`src/rtl/ngp_pkg.sv`:
```
// Types, constants and helper functions of the GGA position parser.
package ngp_pkg;

  localparam int MAX_LINE    = 128;
  localparam int FRAC_DIGITS = 5;
  localparam int FRAC_W      = 17;
  localparam int HDR_LEN     = 6;
  localparam int NSTAGE      = 7;
  localparam int QDEPTH      = 4;
  localparam int QAW         = $clog2(QDEPTH);

  localparam logic [7:0] CH_NL    = 8'h0A;
  localparam logic [7:0] CH_COMMA = 8'h2C;
  localparam logic [7:0] CH_POINT = 8'h2E;
  localparam logic [7:0] CH_S     = 8'h53;
  localparam logic [7:0] CH_W     = 8'h57;

  // floor(2^38 / 100) and floor(2^37 / 60): estimates are low by at most one
  localparam logic [31:0] DIV100_M = 32'd2748779069;
  localparam logic [31:0] DIV60_M  = 32'd2290649224;

  localparam logic [31:0] LAT_LIMIT = 32'd900000000;
  localparam logic [31:0] LON_LIMIT = 32'd1800000000;

  typedef enum logic [1:0] {
    LM_HDR  = 2'd0,
    LM_GGA  = 2'd1,
    LM_SKIP = 2'd2
  } line_mode_t;

  typedef struct packed {
    logic [31:0]       int_val;
    logic [FRAC_W-1:0] frac_val;
    logic [2:0]        frac_digits;
    logic              neg;
  } lane_job_t;

  typedef struct packed {
    logic                ok;
    lane_job_t [1:0]     lane;
  } job_t;

  function automatic logic [7:0] hdr_char(input logic [2:0] idx);
    logic [7:0] c;
    case (idx)
      3'd0:    c = 8'h24; // $
      3'd1:    c = 8'h47; // G
      3'd2:    c = 8'h4E; // N
      3'd3:    c = 8'h47; // G
      3'd4:    c = 8'h47; // G
      3'd5:    c = 8'h41; // A
      default: c = 8'h00;
    endcase
    return c;
  endfunction

  // 10^(7 - digits): scales the fraction to 1e-7 minute units
  function automatic logic [23:0] frac_scale(input logic [2:0] digits);
    logic [23:0] s;
    case (digits)
      3'd0:    s = 24'd10000000;
      3'd1:    s = 24'd1000000;
      3'd2:    s = 24'd100000;
      3'd3:    s = 24'd10000;
      3'd4:    s = 24'd1000;
      3'd5:    s = 24'd100;
      3'd6:    s = 24'd10;
      default: s = 24'd1;
    endcase
    return s;
  endfunction

endpackage

```
`src/rtl/ngp_fifo.sv`:
```
// Short job queue between the line parser and the conversion pipeline.
module ngp_fifo
  import ngp_pkg::*;
(
  input  logic clk,
  input  logic rst_n,
  input  logic push,
  input  job_t din,
  output logic full,
  input  logic pop,
  output job_t dout,
  output logic empty
);

  job_t           mem_r [QDEPTH];
  logic [QAW-1:0] wr_ptr_r, wr_ptr_nxt;
  logic [QAW-1:0] rd_ptr_r, rd_ptr_nxt;
  logic [QAW:0]   count_r, count_nxt;

  assign full  = (count_r == (QAW+1)'(QDEPTH));
  assign empty = (count_r == '0);
  assign dout  = mem_r[rd_ptr_r];

  always_comb begin
    wr_ptr_nxt = wr_ptr_r;
    rd_ptr_nxt = rd_ptr_r;
    count_nxt  = count_r;
    if (push) begin
      wr_ptr_nxt = wr_ptr_r + 1'b1;
    end
    if (pop) begin
      rd_ptr_nxt = rd_ptr_r + 1'b1;
    end
    if (push && !pop) begin
      count_nxt = count_r + 1'b1;
    end else if (pop && !push) begin
      count_nxt = count_r - 1'b1;
    end
  end

  always_ff @(posedge clk) begin
    if (!rst_n) begin
      wr_ptr_r <= '0;
      rd_ptr_r <= '0;
      count_r  <= '0;
    end else begin
      wr_ptr_r <= wr_ptr_nxt;
      rd_ptr_r <= rd_ptr_nxt;
      count_r  <= count_nxt;
    end
  end

  always_ff @(posedge clk) begin
    if (push) begin
      mem_r[wr_ptr_r] <= din;
    end
  end

endmodule

```
`config.mk`:
```
export PLATFORM = sky130hd
export DESIGN_NAME = ngp_fifo
export DESIGN_NICKNAME = d
export VERILOG_FILES = /design/src/rtl/ngp_pkg.sv /design/src/rtl/ngp_fifo.sv
export SDC_FILE = /design/constraint.sdc
export NUM_CORES = 1
export LEC_CHECK = 0
export BUFFER_PORTS_ARGS = -buffer_cell sky130_fd_sc_hd__buf_2
export CAP_MARGIN = 0
export CORE_MARGIN = 5
export CORE_UTILIZATION = 55
export CTS_BUF_LIST = sky130_fd_sc_hd__clkbuf_8
export DETAILED_ROUTE_END_ITERATION = 7
export HOLD_SLACK_MARGIN = 0.1
export PLACE_DENSITY = 0.77
export SYNTH_ARGS = -nofsm -noshare
export SYNTH_HDL_FRONTEND = slang
export SYNTH_SLANG_ARGS = --single-unit
```
`constraint.sdc`:
```
create_clock -name clk -period 4.5 [get_ports clk]
set_input_delay 0.45 -clock clk [delete_from_list [all_inputs] [get_ports clk]]
set_output_delay 0.45 -clock clk [all_outputs]
set_load 0.03 [all_outputs]
```
==> summary.txt <==
status = completed
setup TNS = 0 ns
synth cell count leaders = edfxtp_1, mux4_2, buf_2
vias in the first global route = 8654
HPWL Detailed = 18400 microns
highest routed layer = met4
hold_buf cts = 107
Final Cycle Share = 68.9%
maxcap violations = 0
Ys Warns = 0
Die W = 180 microns
Synth Cell Area = 15900 sq um
Hold Crit Start = rst_n
VDD IR max = 354 uV
Initial Util = 55.4%
post-CTS sizing = 0
cell accounting for the most synthesized area = edfxtp_1
first-pass GRT wire length = 49700 microns
gr usage total = 19.8%
minimum clock period = 3.10 ns
Inserted Clock Buffers = 70
Clock Skew = 0.0149 ns
unrepaired setup endpoints after global routing = false
CTS Sinks = 437
post-synthesis sequential area ratio = 82.1%
final WL = 31800 microns
FF+latch count, synth = 437
Synth-to-Final Area Change = 24.5%
Rel. slew slack = 30.5%
worst-margin pin slew = 1.04 ns
Post-synth top flop = edfxtp_1
Die Ht = 180 microns
Port Buffer Count = 219
row count = 62
CTS H-tree lvls = 3
WL per Instance = 22.4 microns
post-synthesis cell count = 602
worst-case clock buffer depth = 3
Iteration-0 DRC Markers = 516
metal3 WL = 2630 microns
Mean Syn Cell Area = 26.4 sq um
Post-synth EDFFs = 428
vias per cell = 5.46
min-delay worst type = primary input to flip-flop
Worst Setup End Kind = primary output
core area = 28600 sq um
Crit Path Category = flip-flop to primary output
Netlist cell types = 21
nets@finish = 1105
Leak = 6.83 nW
Async SR Flop Fraction = 0%
WL met2 = 16100 microns
GRT overflow = 0
PwrDens = 451 nW/um^2
largest net degree at the start of global routing = 64
Ports = 220
layout cells sized above 1 = 41.5%
post-route ant nets = 0
Setup Buffers After CTS = 0
dpl cells = 1193
fmax = 323 MHz
CTS tree = done
Worst setup SP type = flip-flop
Pins Over Slew Limit = 0
top post-synthesis cells by area = edfxtp_1, mux4_2, dfxtp_1
initial antenna violation count = 2
drt pass-1 iters = 5
DRC errors left = 0
clk_lat worst skew = 0.56 ns
Worst EP arrival = 2.65 ns
share of the synthesized area in the top cell type = 81.0%
global placement routability congestion = 0.723
final std cells w/o fill = 1423
Critical Path RT = 4.05 ns
metal1 wirelength = 12600 microns
clock slew at reported path FFs = 0.06 ns
Synth Net Count = 719
worst-path maximum fanout = 32
most frequent cell after synthesis = edfxtp_1
Final Hold Viols = 0
reg2reg start = wr_ptr_r[0]
Root Buffer = clkbuf_8
Die Area = 32300 sq um
DR vias = 7776
final setup vio count = 0
-- critical path, stage by stage, from the launching register on --
cell and delay [ns]:
dfxtp_4 0.79, buf_4 0.51, mux4_2 0.58, buf_2 0.20
-- stage by stage --
stage                     setup WS (ns)  total power (W)  area, sq um  utilization (%)  hold WS [ns]
final                              1.40          0.00891        19700             69.0         0.206
after global routing               1.15          0.00928        19700             69.0         0.186
after CTS                          1.28          0.00901        19700             69.0         0.163
after detailed placement           1.91          0.00591        17400             60.9         0.509
after global placement             1.90          0.00588        17400             60.9         0.492
after floorplan                    1.01          0.00556        15900                -         0.472
-- metal layers --
metal	global-route usage, %	up-vias
li1	-	3383
met1	26.0	4011
met2	33.0	340
met3	5.92	42
met4	5.39	0
met5	0	-
-- path summary, 6_finish.rpt --
check | to | slack, ns | cells past startpoint
worst max-delay path | dout[32] | 1.40 | 3
worst min-delay path | wr_ptr_r[0] | 0.21 | 2
worst max register to register | mem_r[3][63] | 2.25 | 3
worst min register to register | count_r[2] | 0.53 | 2
-- sequential cells by signal, summed over array words and instances (netlist names), named ones only --
name,flops
rd_ptr_r,2
wr_ptr_r,2
mem_r,428
count_r,3
-- final cells by class --
cell class | count | area (sq um)
clock buffers | 72 | 991
repair buffers | 338 | 2290
well taps | 384 | 480
inverters | 4 | 15.0
diodes | 2 | 5.00
clock inverters | 49 | 251
fillers | 1729 | 8880
multi-input cells | 137 | 2670
flip-flops and latches | 437 | 13000
-- power by group --
group | internal [W] | leakage, nW | switching (W) | total, W
Combinational | 0.000447 | 2.10 | 0.000684 | 0.00113
Clock | 0.00155 | 0.723 | 0.00146 | 0.00301
Sequential | 0.00468 | 4.01 | 0.0000832 | 0.00476
-- layout by cell type, fill, tap and decap left out, drive strengths merged, types with 5 or more instances in the layout --
cell           n
edfxtp       428
buf          231
mux4         107
dlygate4sd3  107
clkbuf        72
inv           30
clkinv        21
dfxtp          9
and2           9
ha             5
-- kinds of logic (layout without fill, tap and decap cells) --
family,Yosys count,count (layout),synth area share [%]
multiplexers,109,109,15.3
XOR/XNOR,5,5,0.276
AO/OA/AOI/OAI,2,2,0.0789
other,0,2,0
AND/OR/NAND/NOR,15,15,0.576
flip-flops,437,437,82.1
adder cells (fa/ha/maj),6,6,0.521
buffers and inverters,28,463,1.09
Note: power is estimated with default switching activity, not from simulation.
