[config.mk]
export PLATFORM = sky130hd
export DESIGN_NAME = ngp_front
export DESIGN_NICKNAME = d
export VERILOG_FILES = /design/src/rtl/ngp_pkg.sv /design/src/rtl/ngp_front.sv
export SDC_FILE = /design/constraint.sdc
export NUM_CORES = 1
export LEC_CHECK = 0
export BUFFER_PORTS_ARGS = -buffer_cell sky130_fd_sc_hd__buf_2
export CORE_MARGIN = 2
export CORE_UTILIZATION = 45
export DETAILED_ROUTE_END_ITERATION = 10
export MAX_ROUTING_LAYER = met4
export PLACE_DENSITY_LB_ADDON = 0.25
export SYNTH_ARGS = -nofsm -noshare
export SYNTH_HDL_FRONTEND = slang
export SYNTH_SLANG_ARGS = --single-unit
export TNS_END_PERCENT = 1
[constraint.sdc]
create_clock -name clk -period 8.65 [get_ports clk]
set_input_delay 1.2975 -clock clk [delete_from_list [all_inputs] [get_ports clk]]
set_output_delay 1.2975 -clock clk [all_outputs]
set_load 0.01 [all_outputs]
[src/rtl/ngp_pkg.sv]
// Types, constants and helper functions of the GGA position parser.
package ngp_pkg;

  localparam int MAX_LINE    = 128;
  localparam int FRAC_DIGITS = 5;
  localparam int FRAC_W      = 17;
  localparam int HDR_LEN     = 6;
  localparam int NSTAGE      = 7;
  localparam int QDEPTH      = 4;
  localparam int QAW         = $clog2(QDEPTH);

  localparam logic [7:0] CH_NL    = 8'h0A;
  localparam logic [7:0] CH_COMMA = 8'h2C;
  localparam logic [7:0] CH_POINT = 8'h2E;
  localparam logic [7:0] CH_S     = 8'h53;
  localparam logic [7:0] CH_W     = 8'h57;

  // floor(2^38 / 100) and floor(2^37 / 60): estimates are low by at most one
  localparam logic [31:0] DIV100_M = 32'd2748779069;
  localparam logic [31:0] DIV60_M  = 32'd2290649224;

  localparam logic [31:0] LAT_LIMIT = 32'd900000000;
  localparam logic [31:0] LON_LIMIT = 32'd1800000000;

  typedef enum logic [1:0] {
    LM_HDR  = 2'd0,
    LM_GGA  = 2'd1,
    LM_SKIP = 2'd2
  } line_mode_t;

  typedef struct packed {
    logic [31:0]       int_val;
    logic [FRAC_W-1:0] frac_val;
    logic [2:0]        frac_digits;
    logic              neg;
  } lane_job_t;

  typedef struct packed {
    logic                ok;
    lane_job_t [1:0]     lane;
  } job_t;

  function automatic logic [7:0] hdr_char(input logic [2:0] idx);
    logic [7:0] c;
    case (idx)
      3'd0:    c = 8'h24; // $
      3'd1:    c = 8'h47; // G
      3'd2:    c = 8'h4E; // N
      3'd3:    c = 8'h47; // G
      3'd4:    c = 8'h47; // G
      3'd5:    c = 8'h41; // A
      default: c = 8'h00;
    endcase
    return c;
  endfunction

  // 10^(7 - digits): scales the fraction to 1e-7 minute units
  function automatic logic [23:0] frac_scale(input logic [2:0] digits);
    logic [23:0] s;
    case (digits)
      3'd0:    s = 24'd10000000;
      3'd1:    s = 24'd1000000;
      3'd2:    s = 24'd100000;
      3'd3:    s = 24'd10000;
      3'd4:    s = 24'd1000;
      3'd5:    s = 24'd100;
      3'd6:    s = 24'd10;
      default: s = 24'd1;
    endcase
    return s;
  endfunction

endpackage

[src/rtl/ngp_front.sv]
// Line parser: header match, comma count and coordinate field capture.
module ngp_front
  import ngp_pkg::*;
(
  input  logic       clk,
  input  logic       rst_n,
  input  logic       in_tvalid,
  output logic       in_tready,
  input  logic [7:0] in_tdata,
  input  logic       q_full,
  output logic       push,
  output job_t       job
);

  line_mode_t mode_r, mode_nxt;
  logic [2:0] hcnt_r, hcnt_nxt;
  logic [7:0] len_r, len_nxt;
  logic [3:0] cc_r, cc_nxt;

  logic [31:0]       int_val_r [2];
  logic [31:0]       int_val_nxt [2];
  logic [3:0]        int_dig_r [2];
  logic [3:0]        int_dig_nxt [2];
  logic [FRAC_W-1:0] frac_val_r [2];
  logic [FRAC_W-1:0] frac_val_nxt [2];
  logic [2:0]        frac_dig_r [2];
  logic [2:0]        frac_dig_nxt [2];
  logic              point_r [2];
  logic              point_nxt [2];
  logic              hemi_r [2];
  logic              hemi_nxt [2];
  logic              neg_r [2];
  logic              neg_nxt [2];

  logic       take;
  logic       is_nl;
  logic       is_comma;
  logic       is_digit;
  logic       at_limit;
  logic       hdr_hit;
  logic [3:0] digit;
  logic [1:0] fld_ok;

  assign in_tready = !q_full;
  assign take      = in_tvalid && in_tready;
  assign is_nl     = (in_tdata == CH_NL);
  assign is_comma  = (in_tdata == CH_COMMA);
  assign is_digit  = (in_tdata inside {[8'h30:8'h39]});
  assign digit     = in_tdata[3:0];
  assign at_limit  = (len_r >= 8'(MAX_LINE));
  assign hdr_hit   = (hcnt_r < 3'(HDR_LEN)) && (in_tdata == hdr_char(hcnt_r));

  always_comb begin : mode_next
    mode_nxt = mode_r;
    if (take) begin
      if (is_nl) begin
        mode_nxt = LM_HDR;
      end else if (!at_limit) begin
        case (mode_r)
          LM_HDR: begin
            if (!hdr_hit) begin
              mode_nxt = LM_SKIP;
            end else if (hcnt_r == 3'(HDR_LEN - 1)) begin
              mode_nxt = LM_GGA;
            end
          end
          default: ;
        endcase
      end
    end
  end

  always_comb begin : field_next
    logic [35:0] acc;
    hcnt_nxt = hcnt_r;
    len_nxt  = len_r;
    cc_nxt   = cc_r;
    push     = 1'b0;
    acc      = '0;
    for (int j = 0; j < 2; j++) begin
      int_val_nxt[j]  = int_val_r[j];
      int_dig_nxt[j]  = int_dig_r[j];
      frac_val_nxt[j] = frac_val_r[j];
      frac_dig_nxt[j] = frac_dig_r[j];
      point_nxt[j]    = point_r[j];
      hemi_nxt[j]     = hemi_r[j];
      neg_nxt[j]      = neg_r[j];
    end
    if (take) begin
      if (is_nl) begin
        push     = (mode_r == LM_GGA);
        hcnt_nxt = '0;
        len_nxt  = '0;
        cc_nxt   = '0;
        for (int j = 0; j < 2; j++) begin
          int_val_nxt[j]  = '0;
          int_dig_nxt[j]  = '0;
          frac_val_nxt[j] = '0;
          frac_dig_nxt[j] = '0;
          point_nxt[j]    = 1'b0;
          hemi_nxt[j]     = 1'b0;
          neg_nxt[j]      = 1'b0;
        end
      end else if (!at_limit) begin
        len_nxt = len_r + 8'd1;
        if (mode_r == LM_HDR && hdr_hit) begin
          hcnt_nxt = hcnt_r + 3'd1;
        end
        if (mode_r == LM_GGA) begin
          if (is_comma) begin
            if (cc_r != 4'hF) begin
              cc_nxt = cc_r + 4'd1;
            end
          end else begin
            for (int j = 0; j < 2; j++) begin
              // latitude after comma two, longitude after comma four
              if (cc_r == 4'(2 + 2*j)) begin
                if (is_digit) begin
                  if (!point_r[j]) begin
                    acc = 36'(int_val_r[j]) * 36'd10 + 36'(digit);
                    int_val_nxt[j] = (acc[35:32] != 4'd0) ? 32'hFFFF_FFFF : acc[31:0];
                    if (int_dig_r[j] != 4'hF) begin
                      int_dig_nxt[j] = int_dig_r[j] + 4'd1;
                    end
                  end else if (frac_dig_r[j] < 3'(FRAC_DIGITS)) begin
                    frac_val_nxt[j] = FRAC_W'(frac_val_r[j] * FRAC_W'(10))
                                      + FRAC_W'(digit);
                    frac_dig_nxt[j] = frac_dig_r[j] + 3'd1;
                  end
                end else if (in_tdata == CH_POINT) begin
                  point_nxt[j] = 1'b1;
                end
              end
              // hemisphere: first character only
              if (cc_r == 4'(3 + 2*j) && !hemi_r[j]) begin
                hemi_nxt[j] = 1'b1;
                neg_nxt[j]  = (in_tdata == CH_S) || (in_tdata == CH_W);
              end
            end
          end
        end
      end
    end
  end

  always_comb begin
    for (int j = 0; j < 2; j++) begin
      fld_ok[j]                = point_r[j] && (int_dig_r[j] >= 4'd2) && hemi_r[j];
      job.lane[j].int_val     = int_val_r[j];
      job.lane[j].frac_val    = frac_val_r[j];
      job.lane[j].frac_digits = frac_dig_r[j];
      job.lane[j].neg         = neg_r[j];
    end
    job.ok = &fld_ok;
  end

  always_ff @(posedge clk) begin
    if (!rst_n) begin
      mode_r <= LM_HDR;
      hcnt_r <= '0;
      len_r  <= '0;
      cc_r   <= '0;
      for (int j = 0; j < 2; j++) begin
        int_val_r[j]  <= '0;
        int_dig_r[j]  <= '0;
        frac_val_r[j] <= '0;
        frac_dig_r[j] <= '0;
        point_r[j]    <= 1'b0;
        hemi_r[j]     <= 1'b0;
        neg_r[j]      <= 1'b0;
      end
    end else begin
      mode_r <= mode_nxt;
      hcnt_r <= hcnt_nxt;
      len_r  <= len_nxt;
      cc_r   <= cc_nxt;
      for (int j = 0; j < 2; j++) begin
        int_val_r[j]  <= int_val_nxt[j];
        int_dig_r[j]  <= int_dig_nxt[j];
        frac_val_r[j] <= frac_val_nxt[j];
        frac_dig_r[j] <= frac_dig_nxt[j];
        point_r[j]    <= point_nxt[j];
        hemi_r[j]     <= hemi_nxt[j];
        neg_r[j]      <= neg_nxt[j];
      end
    end
  end

endmodule

==> results.json <==
{
  "status": "completed",
  "grt_util_met3_pct": 3.788,
  "tns_ns": 0,
  "cpMostUsedCell": "ha_1",
  "gp_congestion": 0.8885,
  "fin_crit_sh_pct": 56.24,
  "max_freq_mhz": 205.6,
  "final_common_cell": "ha_1",
  "required_ns": 8.96,
  "synth_edf_count": 0,
  "syn_inst": 1648,
  "cap_violations": 0,
  "cts_setup_buffers": 0,
  "grt_max_degree": 73,
  "die_x_microns": 175.5,
  "overflow": 0,
  "crit_type": "reg -> reg",
  "cp-end-kind": "register",
  "ys_seq_elements": 135,
  "internal-power_uw": 1087,
  "holdPathEnd": "frac_val_r[0][33]",
  "grt_usage_pct": 22.63,
  "cts-resized-gates": 0,
  "start_util_pct": 45.86,
  "met2_usage_pct": 36.20,
  "routed_wl_microns": 33670,
  "arrival_ns": 5.18,
  "dp_hpwl_microns": 25760,
  "crit_slowest_cell": "mux2i_2",
  "cts_tree": "yes",
  "worstPathCellList": "ha_1, ha_1, inv_1, fa_1, nand2b_1, a211oi_2, o21a_1, xor2_1, and3_1, and4_1, nand3b_1, nor4_4, mux2i_2, buf_4, nor2_1, o311a_1",
  "vias": 12170,
  "hold_path.class": "reg -> reg",
  "area_growth_pct": 10.77,
  "post_drt_wl_per_cell_microns": 15.88,
  "r2r_slack_ns": 3.79,
  "yosys_warnings": 0,
  "ios": 121,
  "cts_hold_buf": 0,
  "grt_busiest_layer": "met2",
  "clkPwrFrac_pct": 53.7,
  "vias_per_cell": 5.738,
  "met1_usage_pct": 29.71,
  "rr_worst_depth": 16,
  "clockRootBuffer": "clkbuf_16",
  "skew_ns": 0.01123,
  "slew_violations": 0,
  "cts.sinks": 135,
  "r2r-start": "int_val_r[0][1]",
  "grt_pass1_vias": 11490,
  "powerDensity_nw_per_um2": 96.71,
  "maxSlewHeadroom_pct": 18.61,
  "clk_latency_ns": 0.43,
  "critPathLaunchType": "register",
  "crit_fanout": 23,
  "dr.pass1.iters": 5,
  "syn_area_sq_um": 13230,
  "period_minus_slack_ns": 4.865,
  "antenna_cells": 0,
  "placedCellCount": 2089,
  "hold_violations": 0,
  "antenna_found_initial": 0,
  "worstMarginPinSlew_ns": 1.221,
  "synth-async-reset-ratio_pct": 0,
  "drive_gt1_share_pct": 10.31,
  "path_clk_slew_ns": 0.06,
  "most-common-layout-cells": "199 x ha_1, 140 x nand2_1, 139 x a21oi_1",
  "syn_avg_cell_area_sq_um": 8.030,
  "r2r-end": "int_val_r[0][0]",
  "cts_max_path_buffers": 2,
  "seq_power_share_pct": 43.9,
  "p_sw_uw": 330.3,
  "portBuffers": 120,
  "whs_path_depth": 2,
  "cts_buffers": 17,
  "peakVddDrop_mv": 0.1008,
  "fp-row-count": 62,
  "setup_viol": 0,
  "drt_iter0_drc": 708,
  "dieHeight_microns": 175.5,
  "power.leakage_uw": 0.006996,
  "synth_ff_type": "dfxtp_1",
  "yosysUniqueCellTypes": 76,
  "ant_nets": 0,
  "p_comb_share_pct": 2.4,
  "finalPower_uw": 1418,
  "fin_hold_ws_ns": 0.4645,
  "syn-num-nets": 1867,
  "num-fill-cells": 2864,
  "core_sq_um": 28860,
  "die-area_sq_um": 30800,
  "grt_pass1_wl_microns": 56350,
  "yosysSeqAreaShare_pct": 20.42,
  "drc": 0,
  "switching_share_pct": 23.30,
  "layout.cells.non_filler": 2120,
  "critPathMaxStageDelay_ns": 0.52,
  "grt_setup_unrepaired": "false",
  "fin_nets": 1943,
  "hold_start": "frac_val_r[0][33]",
  "htree_levels": 4
}
==> layer usage <==
layer  up-vias  part of all wire [%]
met4         0                   1.7
met1      5680                    49
met2       260                    46
met3        49                   3.9
met5         -                     0
li1       6176                     -
==> state kept, by name (all words and copies together), names as in the netlist <==
signal / cells
int_dig_r: 8
frac_val_r: 34
point_r: 2
hcnt_r: 3
mode_r: 2
int_val_r: 64
neg_r: 2
len_r: 8
hemi_r: 2
frac_dig_r: 6
cc_r: 4
==> power by group through the flow <==
stage	registers (uW)	logic [uW]	clock network [uW]
2_1_floorplan	637	21.7	0
3_3_place_gp	637	33.5	0
3_5_place_dp	637	34.1	0
4_1_cts	623	34.2	780
5_1_grt	623	37.9	806
6_report	623	33.9	761
==> through the flow <==
stage / utilization [%] / instance area (sq um) / worst slack, ns
floorplan: - / 13230 / 4.585
global placement: 48.72 / 14060 / 3.756
detailed placement: 48.72 / 14060 / 3.676
CTS: 50.80 / 14660 / 3.805
global route: 50.80 / 14660 / 3.331
finish: 50.80 / 14660 / 3.785
==> worst max-delay path by stage <==
stage | startpoint | endpoint | slack (ns) | depth (start not counted)
after floorplan | int_val_r[0][1] | int_val_r[0][17] | 4.59 | 17
after global placement | in_tdata[2] | int_val_r[0][0] | 3.76 | 14
after detailed placement | in_tdata[2] | int_val_r[0][0] | 3.68 | 14
after CTS | int_val_r[0][1] | int_val_r[0][0] | 3.80 | 16
after global routing | int_val_r[0][1] | int_val_r[0][0] | 3.33 | 16
final | int_val_r[0][1] | int_val_r[0][0] | 3.79 | 16
==> final cells by class <==
class / instances / area, sq um / share of cell area [%]
multi-input combinational: 1389 / 10030 / 68.44
sequential: 135 / 2703 / 18.44
clock inverter: 14 / 173.9 / 1.186
inverter: 57 / 214.0 / 1.460
tap: 384 / 480.5 / 3.278
clock buffer: 17 / 425.4 / 2.902
timing repair buffer: 124 / 630.6 / 4.302
==> synthesized netlist by cell type, drive strengths merged, types with 56 or more instances <==
library cell | count | area [sq um]
xnor2 | 98 | 858.3
nand3 | 69 | 345.3
nor3 | 56 | 280.3
o21ai | 76 | 380.4
nor2 | 107 | 401.6
inv | 57 | 214.0
nand2 | 140 | 525.5
a21oi | 139 | 695.7
nor2b | 56 | 350.3
xor2 | 61 | 534.3
ha | 199 | 2490
dfxtp | 135 | 2703
==> kinds of logic after synthesis <==
logic type	synth area share [%]
AND/OR/NAND/NOR	23.41
AO/OA/AOI/OAI	20.37
adder cells (fa/ha/maj)	20.02
XOR/XNOR	10.69
flip-flops	20.42
buffers and inverters	3.839
multiplexers	1.238
==> critical path, delay by kind of cell, from the launching register on <==
family,cells,cell delay [ns]
buffers and inverters,2,0.43
and+or+nand+nor,6,1.38
xor gates and xnor gates,1,0.24
AOI/OAI and AO/OA,3,0.95
DFF,1,0.34
adders and majority gates,3,0.89
muxes,1,0.52
Note: power is estimated with default switching activity, not from simulation.
